$ cat config.mk
export PLATFORM = sky130hd
export DESIGN_NAME = positional_list_engine
export DESIGN_NICKNAME = d
export VERILOG_FILES = /design/src/sv/ple_pkg.sv /design/src/sv/ple_cell.sv /design/src/sv/positional_list_engine.sv
export SDC_FILE = /design/constraint.sdc
export NUM_CORES = 2
export LEC_CHECK = 0
export BUFFER_PORTS_ARGS = -buffer_cell sky130_fd_sc_hd__buf_4
export CELL_PAD_IN_SITES_DETAIL_PLACEMENT = 1
export CELL_PAD_IN_SITES_GLOBAL_PLACEMENT = 1
export CORE_UTILIZATION = 30
export DETAILED_ROUTE_END_ITERATION = 10
export PLACE_DENSITY_LB_ADDON = 0.1
export SLEW_MARGIN = 20
export SYNTH_ARGS = -nofsm -noshare
export SYNTH_HDL_FRONTEND = slang
export SYNTH_SLANG_ARGS = --single-unit
$ cat constraint.sdc
create_clock -name clk_i -period 12.8 [get_ports clk_i]
set_clock_uncertainty 0.1 [all_clocks]
set_input_delay 0.64 -clock clk_i [delete_from_list [all_inputs] [get_ports clk_i]]
set_output_delay 0.64 -clock clk_i [all_outputs]
set_load 0.02 [all_outputs]
$ cat src/sv/ple_pkg.sv
// Shared types and constants for the positional list engine.
`default_nettype none
package ple_pkg;

  localparam int CAPACITY  = 16;
  localparam int WORD_BITS = 32;
  localparam int IDX_W     = (CAPACITY > 1) ? $clog2(CAPACITY) : 1;
  localparam int CNT_W     = $clog2(CAPACITY + 1);

  localparam logic [2:0] REQ_INSERT    = 3'd0;
  localparam logic [2:0] REQ_REMOVE    = 3'd1;
  localparam logic [2:0] REQ_READ      = 3'd2;
  localparam logic [2:0] REQ_REPLACE   = 3'd3;
  localparam logic [2:0] REQ_WALK_FWD  = 3'd4;
  localparam logic [2:0] REQ_WALK_BACK = 3'd5;

  localparam logic [1:0] ST_OK    = 2'd0;
  localparam logic [1:0] ST_OOB   = 2'd1;
  localparam logic [1:0] ST_EMPTY = 2'd2;
  localparam logic [1:0] ST_FULL  = 2'd3;

  typedef struct packed {
    logic [2:0]  req_type;
    logic [7:0]  position;
    logic [31:0] payload;
  } req_t;

  typedef struct packed {
    logic [1:0]  status;
    logic [31:0] word_out;
    logic [4:0]  entry_count;
    logic        last_of_run;
  } rsp_t;

  typedef enum logic [1:0] {
    CELL_HOLD,
    CELL_INSERT,
    CELL_REMOVE,
    CELL_WRITE
  } cell_op_e;

  typedef struct packed {
    cell_op_e             op;
    logic [IDX_W-1:0]     pos;
    logic [WORD_BITS-1:0] data;
  } cell_cmd_t;

endpackage
`default_nettype wire

$ cat src/sv/ple_cell.sv
// One list slot: holds a word and shifts with its neighbors on edits.
`default_nettype none
module ple_cell
  import ple_pkg::*;
(
  input  wire logic                 clk_i,
  input  wire logic [IDX_W-1:0]     idx_i,
  input  wire cell_cmd_t            cmd_i,
  input  wire logic [WORD_BITS-1:0] left_i,
  input  wire logic [WORD_BITS-1:0] right_i,
  output logic      [WORD_BITS-1:0] word_o
);

  logic [WORD_BITS-1:0] word_q, word_d;

  always_comb begin
    word_d = word_q;
    case (cmd_i.op)
      CELL_INSERT: begin
        if (idx_i > cmd_i.pos) begin
          word_d = left_i;
        end else if (idx_i == cmd_i.pos) begin
          word_d = cmd_i.data;
        end
      end
      CELL_REMOVE: begin
        if (idx_i >= cmd_i.pos) begin
          word_d = right_i;
        end
      end
      CELL_WRITE: begin
        if (idx_i == cmd_i.pos) begin
          word_d = cmd_i.data;
        end
      end
      default: word_d = word_q;
    endcase
  end

  always_ff @(posedge clk_i) begin
    word_q <= word_d;
  end

  assign word_o = word_q;

endmodule
`default_nettype wire

$ cat src/sv/positional_list_engine.sv
// Top level of the positional list engine: cell row, request decode, walk sequencer.
`default_nettype none
// An ordered list of up to CAPACITY words kept in a row of cells, one word per
// cell. Insert and remove shift every affected cell toward its neighbor in the
// same edge, so insert, remove, read, replace and error requests each produce
// one transfer with last_of_run set. A walk first enters the walk state and
// then emits one entry per cycle while the output side does not stall, in order
// through the single read port of the cell row; the input is stalled while a
// walk runs. A result waiting in the output register does not block the next
// request as long as the output side takes it in the same cycle. The word
// store has no reset: only entries below the current length are ever read
// back. Positions are checked against the length before anything changes, and
// a failed request leaves the list untouched.
module positional_list_engine
  import ple_pkg::*;
(
  input  wire logic clk_i,
  input  wire logic rst_ni,
  input  wire logic in_valid_i,
  output logic      in_stall_o,
  input  wire req_t in_data_i,
  output logic      out_valid_o,
  input  wire logic out_stall_i,
  output rsp_t      out_data_o
);

  typedef enum logic {
    S_IDLE,
    S_WALK
  } state_e;

  state_e           state_q, state_d;
  logic [CNT_W-1:0] len_q, len_d;
  logic [CNT_W-1:0] walk_cnt_q, walk_cnt_d;
  logic             walk_back_q, walk_back_d;
  logic             out_valid_q, out_valid_d;
  rsp_t             out_q, out_d;

  logic                 out_free;
  logic                 in_acc;
  logic [7:0]           len_cmp;
  logic [IDX_W-1:0]     pos_idx;
  logic [IDX_W-1:0]     walk_idx;
  logic [IDX_W-1:0]     rd_idx;
  logic [WORD_BITS-1:0] rd_word;
  cell_cmd_t            cmd;
  logic [WORD_BITS-1:0] cell_word [CAPACITY];

  // Output register is free when empty or drained this cycle.
  assign out_free   = !out_valid_q || !out_stall_i;
  assign in_stall_o = (state_q == S_WALK) || !out_free;
  assign in_acc     = in_valid_i && !in_stall_o;

  assign len_cmp  = 8'(len_q);
  assign pos_idx  = in_data_i.position[IDX_W-1:0];
  assign walk_idx = walk_back_q ? IDX_W'(len_q - walk_cnt_q - CNT_W'(1))
                                : IDX_W'(walk_cnt_q);
  assign rd_idx   = (state_q == S_WALK) ? walk_idx : pos_idx;
  assign rd_word  = cell_word[rd_idx];

  // Cell row: each cell sees its left and right neighbor.
  for (genvar g = 0; g < CAPACITY; g++) begin : g_cell
    logic [WORD_BITS-1:0] left_w, right_w;
    if (g == 0) begin : g_first
      assign left_w = '0;
    end else begin : g_left
      assign left_w = cell_word[g-1];
    end
    if (g == CAPACITY - 1) begin : g_last
      assign right_w = '0;
    end else begin : g_right
      assign right_w = cell_word[g+1];
    end
    ple_cell u_cell (
      .clk_i   (clk_i),
      .idx_i   (IDX_W'(g)),
      .cmd_i   (cmd),
      .left_i  (left_w),
      .right_i (right_w),
      .word_o  (cell_word[g])
    );
  end

  always_comb begin
    state_d     = state_q;
    len_d       = len_q;
    walk_cnt_d  = walk_cnt_q;
    walk_back_d = walk_back_q;
    out_valid_d = out_valid_q && out_stall_i;
    out_d       = out_q;

    cmd.op   = CELL_HOLD;
    cmd.pos  = pos_idx;
    cmd.data = WORD_BITS'(in_data_i.payload);

    if (state_q == S_WALK) begin
      if (out_free) begin
        out_valid_d          = 1'b1;
        out_d.status         = ST_OK;
        out_d.word_out       = 32'(rd_word);
        out_d.entry_count    = 5'(len_q);
        out_d.last_of_run    = (walk_cnt_q + CNT_W'(1)) == len_q;
        walk_cnt_d           = walk_cnt_q + CNT_W'(1);
        if (out_d.last_of_run) begin
          state_d = S_IDLE;
        end
      end
    end else if (in_acc) begin
      out_valid_d       = 1'b1;
      out_d.status      = ST_OK;
      out_d.word_out    = '0;
      out_d.last_of_run = 1'b1;
      case (in_data_i.req_type)
        REQ_INSERT: begin
          if (in_data_i.position > len_cmp) begin
            out_d.status = ST_OOB;
          end else if (len_q == CNT_W'(CAPACITY)) begin
            out_d.status = ST_FULL;
          end else begin
            cmd.op = CELL_INSERT;
            len_d  = len_q + CNT_W'(1);
          end
        end
        REQ_REMOVE, REQ_READ, REQ_REPLACE: begin
          if (len_q == '0) begin
            out_d.status = ST_EMPTY;
          end else if (in_data_i.position >= len_cmp) begin
            out_d.status = ST_OOB;
          end else begin
            case (in_data_i.req_type)
              REQ_REMOVE: begin
                cmd.op = CELL_REMOVE;
                len_d  = len_q - CNT_W'(1);
              end
              REQ_READ:    out_d.word_out = 32'(rd_word);
              default:     cmd.op = CELL_WRITE;
            endcase
          end
        end
        REQ_WALK_FWD, REQ_WALK_BACK: begin
          if (len_q == '0) begin
            out_d.status = ST_EMPTY;
          end else begin
            // Results come from the walk state, one entry per cycle while the output is not stalled.
            out_valid_d = 1'b0;
            state_d     = S_WALK;
            walk_cnt_d  = '0;
            walk_back_d = in_data_i.req_type == REQ_WALK_BACK;
          end
        end
        default: out_d.status = ST_OK;
      endcase
      out_d.entry_count = 5'(len_d);
    end
  end

  always_ff @(posedge clk_i or negedge rst_ni) begin
    if (!rst_ni) begin
      state_q     <= S_IDLE;
      len_q       <= '0;
      walk_cnt_q  <= '0;
      walk_back_q <= 1'b0;
      out_valid_q <= 1'b0;
      out_q       <= '0;
    end else begin
      state_q     <= state_d;
      len_q       <= len_d;
      walk_cnt_q  <= walk_cnt_d;
      walk_back_q <= walk_back_d;
      out_valid_q <= out_valid_d;
      out_q       <= out_d;
    end
  end

  assign out_valid_o = out_valid_q;
  assign out_data_o  = out_q;

endmodule
`default_nettype wire

==> impl_metrics.env <==
export IMPL_hold_buffers=1
export IMPL_crit_required_ns=13.04
export IMPL_grt_max_degree=193
export IMPL_drc=0
export IMPL_cts_sinks=565
export IMPL_multi_input_area_um2=27300
export IMPL_setup_violations_final=0
export IMPL_ir_drop_uv=170
export IMPL_dp_hpwl_um=135000
export IMPL_die_y_um=394
export IMPL_core_um2=152000
export IMPL_die_x_um=394
export IMPL_via_per_inst=6.20
export IMPL_slew_headroom_pct=21.1
export IMPL_p_leak_nw=17.7
export IMPL_nets=5190
export IMPL_diodes=0
export IMPL_layout_common_cells="1175 x nand2_1, 543 x mux2i_1, 512 x edfxtp_1, 444 x o211ai_1, 401 x a21oi_1"
export IMPL_area_growth_pct=10.5
export IMPL_fill_cells=17500
export IMPL_setup_tns_ns=0
export IMPL_cts_path_max_buffers=3
export IMPL_drtAntennaViolNets=0
export IMPL_yosys_warnings=0
export IMPL_worstPathMaxFanout=62
export IMPL_drtIter0Drc=3568
export IMPL_netlist_area_leader_share_pct=33.4
export IMPL_synth_distinct_cells=70
export IMPL_worst_slack_ns=7.15
export IMPL_final_instance_count_excl_fill=7226
export IMPL_synth_area_um2=46100
export IMPL_synthCells=5430
export IMPL_grt_pass1_wl_um=329000
export IMPL_synth_area_leaders="edfxtp_1 33%, mux2i_1 12%, nand2_1 9.7%"
export IMPL_antenna_found_initial=3
export IMPL_overflow=0
export IMPL_crit_path_start_kind="flip-flop"
export IMPL_ios=89
export IMPL_drive_gt1_share_pct=10.7
export IMPL_syn_nets=5489
export IMPL_syn_avg_cell_area_um2=8.49
export IMPL_synthFlopType="edfxtp_1"
export IMPL_r2r_end="g_cell[13].u_cell.word_o[10]$_DFFE_PP_"
export IMPL_synth_top_family_by_area="compound AO/OA/AOI/OAI gates"
export IMPL_drtPass1Iterations=5
export IMPL_cp_arrival_ns=5.89
export IMPL_pre_cts_ws_ns=6.79
export IMPL_synth_xor_area_share_pct=0.250
export IMPL_cts_made_buffers=81
export IMPL_period_needed_ns=5.65
export IMPL_min_to="out_valid_o$_DFF_PN0_"
export IMPL_synth_area_mux_share_pct=15.6
export IMPL_post_cts_resize_count=0
export IMPL_hp_start="out_stall_i"
export IMPL_dieArea_um2=155000
export IMPL_seq_area_um2=16700
export IMPL_critical_path_class="reg -> reg"
export IMPL_row_count=143
export IMPL_drv_slew=0
export IMPL_synthArstFlopShare_pct=9.38
export IMPL_numPlacedInstances=7076
export IMPL_final_hold_violation_count=0
export IMPL_insertion_delay_ns=0.70
export IMPL_r2r_setup_slack_ns=7.15
export IMPL_rsz0062_at_grt="false"
export IMPL_mostFrequentLayoutCell="nand2_1"
export IMPL_vias=44800
export IMPL_globalplace_congestion=0.820
export IMPL_status="finished, final reports clean"
export IMPL_reg2reg_depth=12
export IMPL_clk_pin_slew_ns=0.06
export IMPL_hp_class="in -> reg"
export IMPL_htree_levels=3
export IMPL_synth_largest_area_cell="edfxtp_1"
export IMPL_postRouteWirelength_um=226000
export IMPL_r2r_start="len_q[1]$_DFFE_PN0P_"
export IMPL_synth_fa_ha_area_share_pct=0.342
export IMPL_postCtsSetupBuffers=0
export IMPL_crit_path_end_kind="flip-flop"
export IMPL_initial_core_util_pct=30.3
export IMPL_seq_area_frac_synth_pct=36.2
export IMPL_hold_depth=3
export IMPL_synthSimpleGateAreaFrac_pct=16.7
export IMPL_cellPowerDensity_nw_per_um2=178
export IMPL_synth_edf_count=512
export IMPL_worst_pin_slew_ns=1.18
export IMPL_timing_fmax_ghz=0.177
export IMPL_synth_compound_area_share_pct=25.4
export IMPL_wl_per_cell_um=31.3
export IMPL_io_buffers=88
export IMPL_cts_tree="done"
export IMPL_layout_worst_path_cycle_share_pct=44.2
export IMPL_grt_pass1_vias=44300
export IMPL_max_cap_violations=0
export IMPL_whs_ns=0.104
export IMPL_grtUsageTotal_pct=28.3
export IMPL_synth_seq_cells=565
export IMPL_cts_root_buf="clkbuf_16"
how the worst max path moves through the flow:
| stage | start | end | slack [ns] | cells after the start |
|---|---|---|---|---|
| finish | len_q[1]$_DFFE_PN0P_ | g_cell[13].u_cell.word_o[10]$_DFFE_PP_ | 7.15 | 12 |
| global route | len_q[1]$_DFFE_PN0P_ | g_cell[13].u_cell.word_o[10]$_DFFE_PP_ | 6.89 | 12 |
| CTS | len_q[1]$_DFFE_PN0P_ | g_cell[13].u_cell.word_o[10]$_DFFE_PP_ | 7.08 | 12 |
| detailed placement | in_data_i[32] | g_cell[14].u_cell.word_o[0]$_DFFE_PP_ | 6.79 | 13 |
| global placement | in_data_i[32] | g_cell[13].u_cell.word_o[19]$_DFFE_PP_ | 6.86 | 13 |
| floorplan | len_q[1]$_DFFE_PN0P_ | g_cell[2].u_cell.word_o[0]$_DFFE_PP_ | 7.60 | 10 |
through the flow:
stage,power (W),area (µm²),util [%]
2_1_floorplan,0.00474,46100,-
3_3_place_gp,0.00666,48300,31.7
3_5_place_dp,0.00669,48300,31.7
4_1_cts,0.00906,50900,33.4
5_1_grt,0.00941,50900,33.4
6_report,0.00907,50900,33.4
critical path, cell delays in order, from the launching register on:
cell      delay [ns]
dfrtp_1         0.59
inv_1           0.13
ha_1            0.32
nor2b_1         0.14
o211ai_1        0.32
a31oi_4         0.24
nor3b_4         0.28
buf_4           0.59
buf_4           0.58
buf_4           0.73
nand2_1         0.14
nand2_2         0.60
buf_4           0.46
cells in the mapped netlist (15+ instances only):
master / number
o21ai_1: 40
buf_1: 40
nand2_1: 1195
edfxtp_1: 512
o31ai_1: 37
and3_1: 51
o211ai_1: 444
a221oi_1: 15
or3_1: 31
nand3_1: 261
nor2_1: 259
o2bb2ai_1: 109
mux4_2: 29
o221ai_1: 31
a2bb2oi_1: 132
a211oi_1: 49
a32oi_1: 29
inv_1: 15
a311o_1: 33
a22o_1: 23
mux2_2: 98
a221o_1: 23
o21ai_0: 229
mux2i_1: 543
a21oi_1: 404
dfrtp_1: 53
clkbuf_1: 407
buf_2: 137
o22ai_1: 51
layout make-up:
| class | instances | share of cell area, % |
|---|---|---|
| clock buffers | 112 | 4.37 |
| clock inverters | 36 | 0.737 |
| inverters | 17 | 0.125 |
| multi-input cells | 4255 | 53.7 |
| flip-flops and latches | 565 | 32.8 |
| well taps | 2030 | 4.99 |
| repair buffers | 211 | 3.26 |
report_power, final:
group          internal, W  leakage, nW  total [W]  switching, W
Clock              0.00134         1.27    0.00233      0.000997
Sequential         0.00209         5.25    0.00222      0.000133
Combinational      0.00139         11.1    0.00451       0.00313
Total              0.00482         17.7    0.00907       0.00426
routing by layer:
| metal | vias up | share of wire, % | track usage (%) |
|---|---|---|---|
| met5 | - | 0.011 | 0 |
| met4 | 4 | 2.8 | 8.28 |
| met3 | 334 | 5.4 | 3.41 |
| met2 | 1344 | 44 | 44.0 |
| met1 | 23300 | 47 | 40.7 |
| li1 | 19800 | - | - |
state kept, by name (all words and copies together) (netlist names):
name                  flops
g_cell.u_cell.word_o    512
out_data_o               40
len_q                     5
walk_cnt_q                5
out_valid_o               1
state_q                   1
walk_back_q               1
cells by family after synthesis:
logic type,count (synthesis)
xor gates and xnor gates,11
buffers and inverters,610
DFF,565
adders and majority gates,12
muxes,670
and+or+nand+nor,1859
AOI/OAI and AO/OA,1703
(Power assumes the default switching activity.)
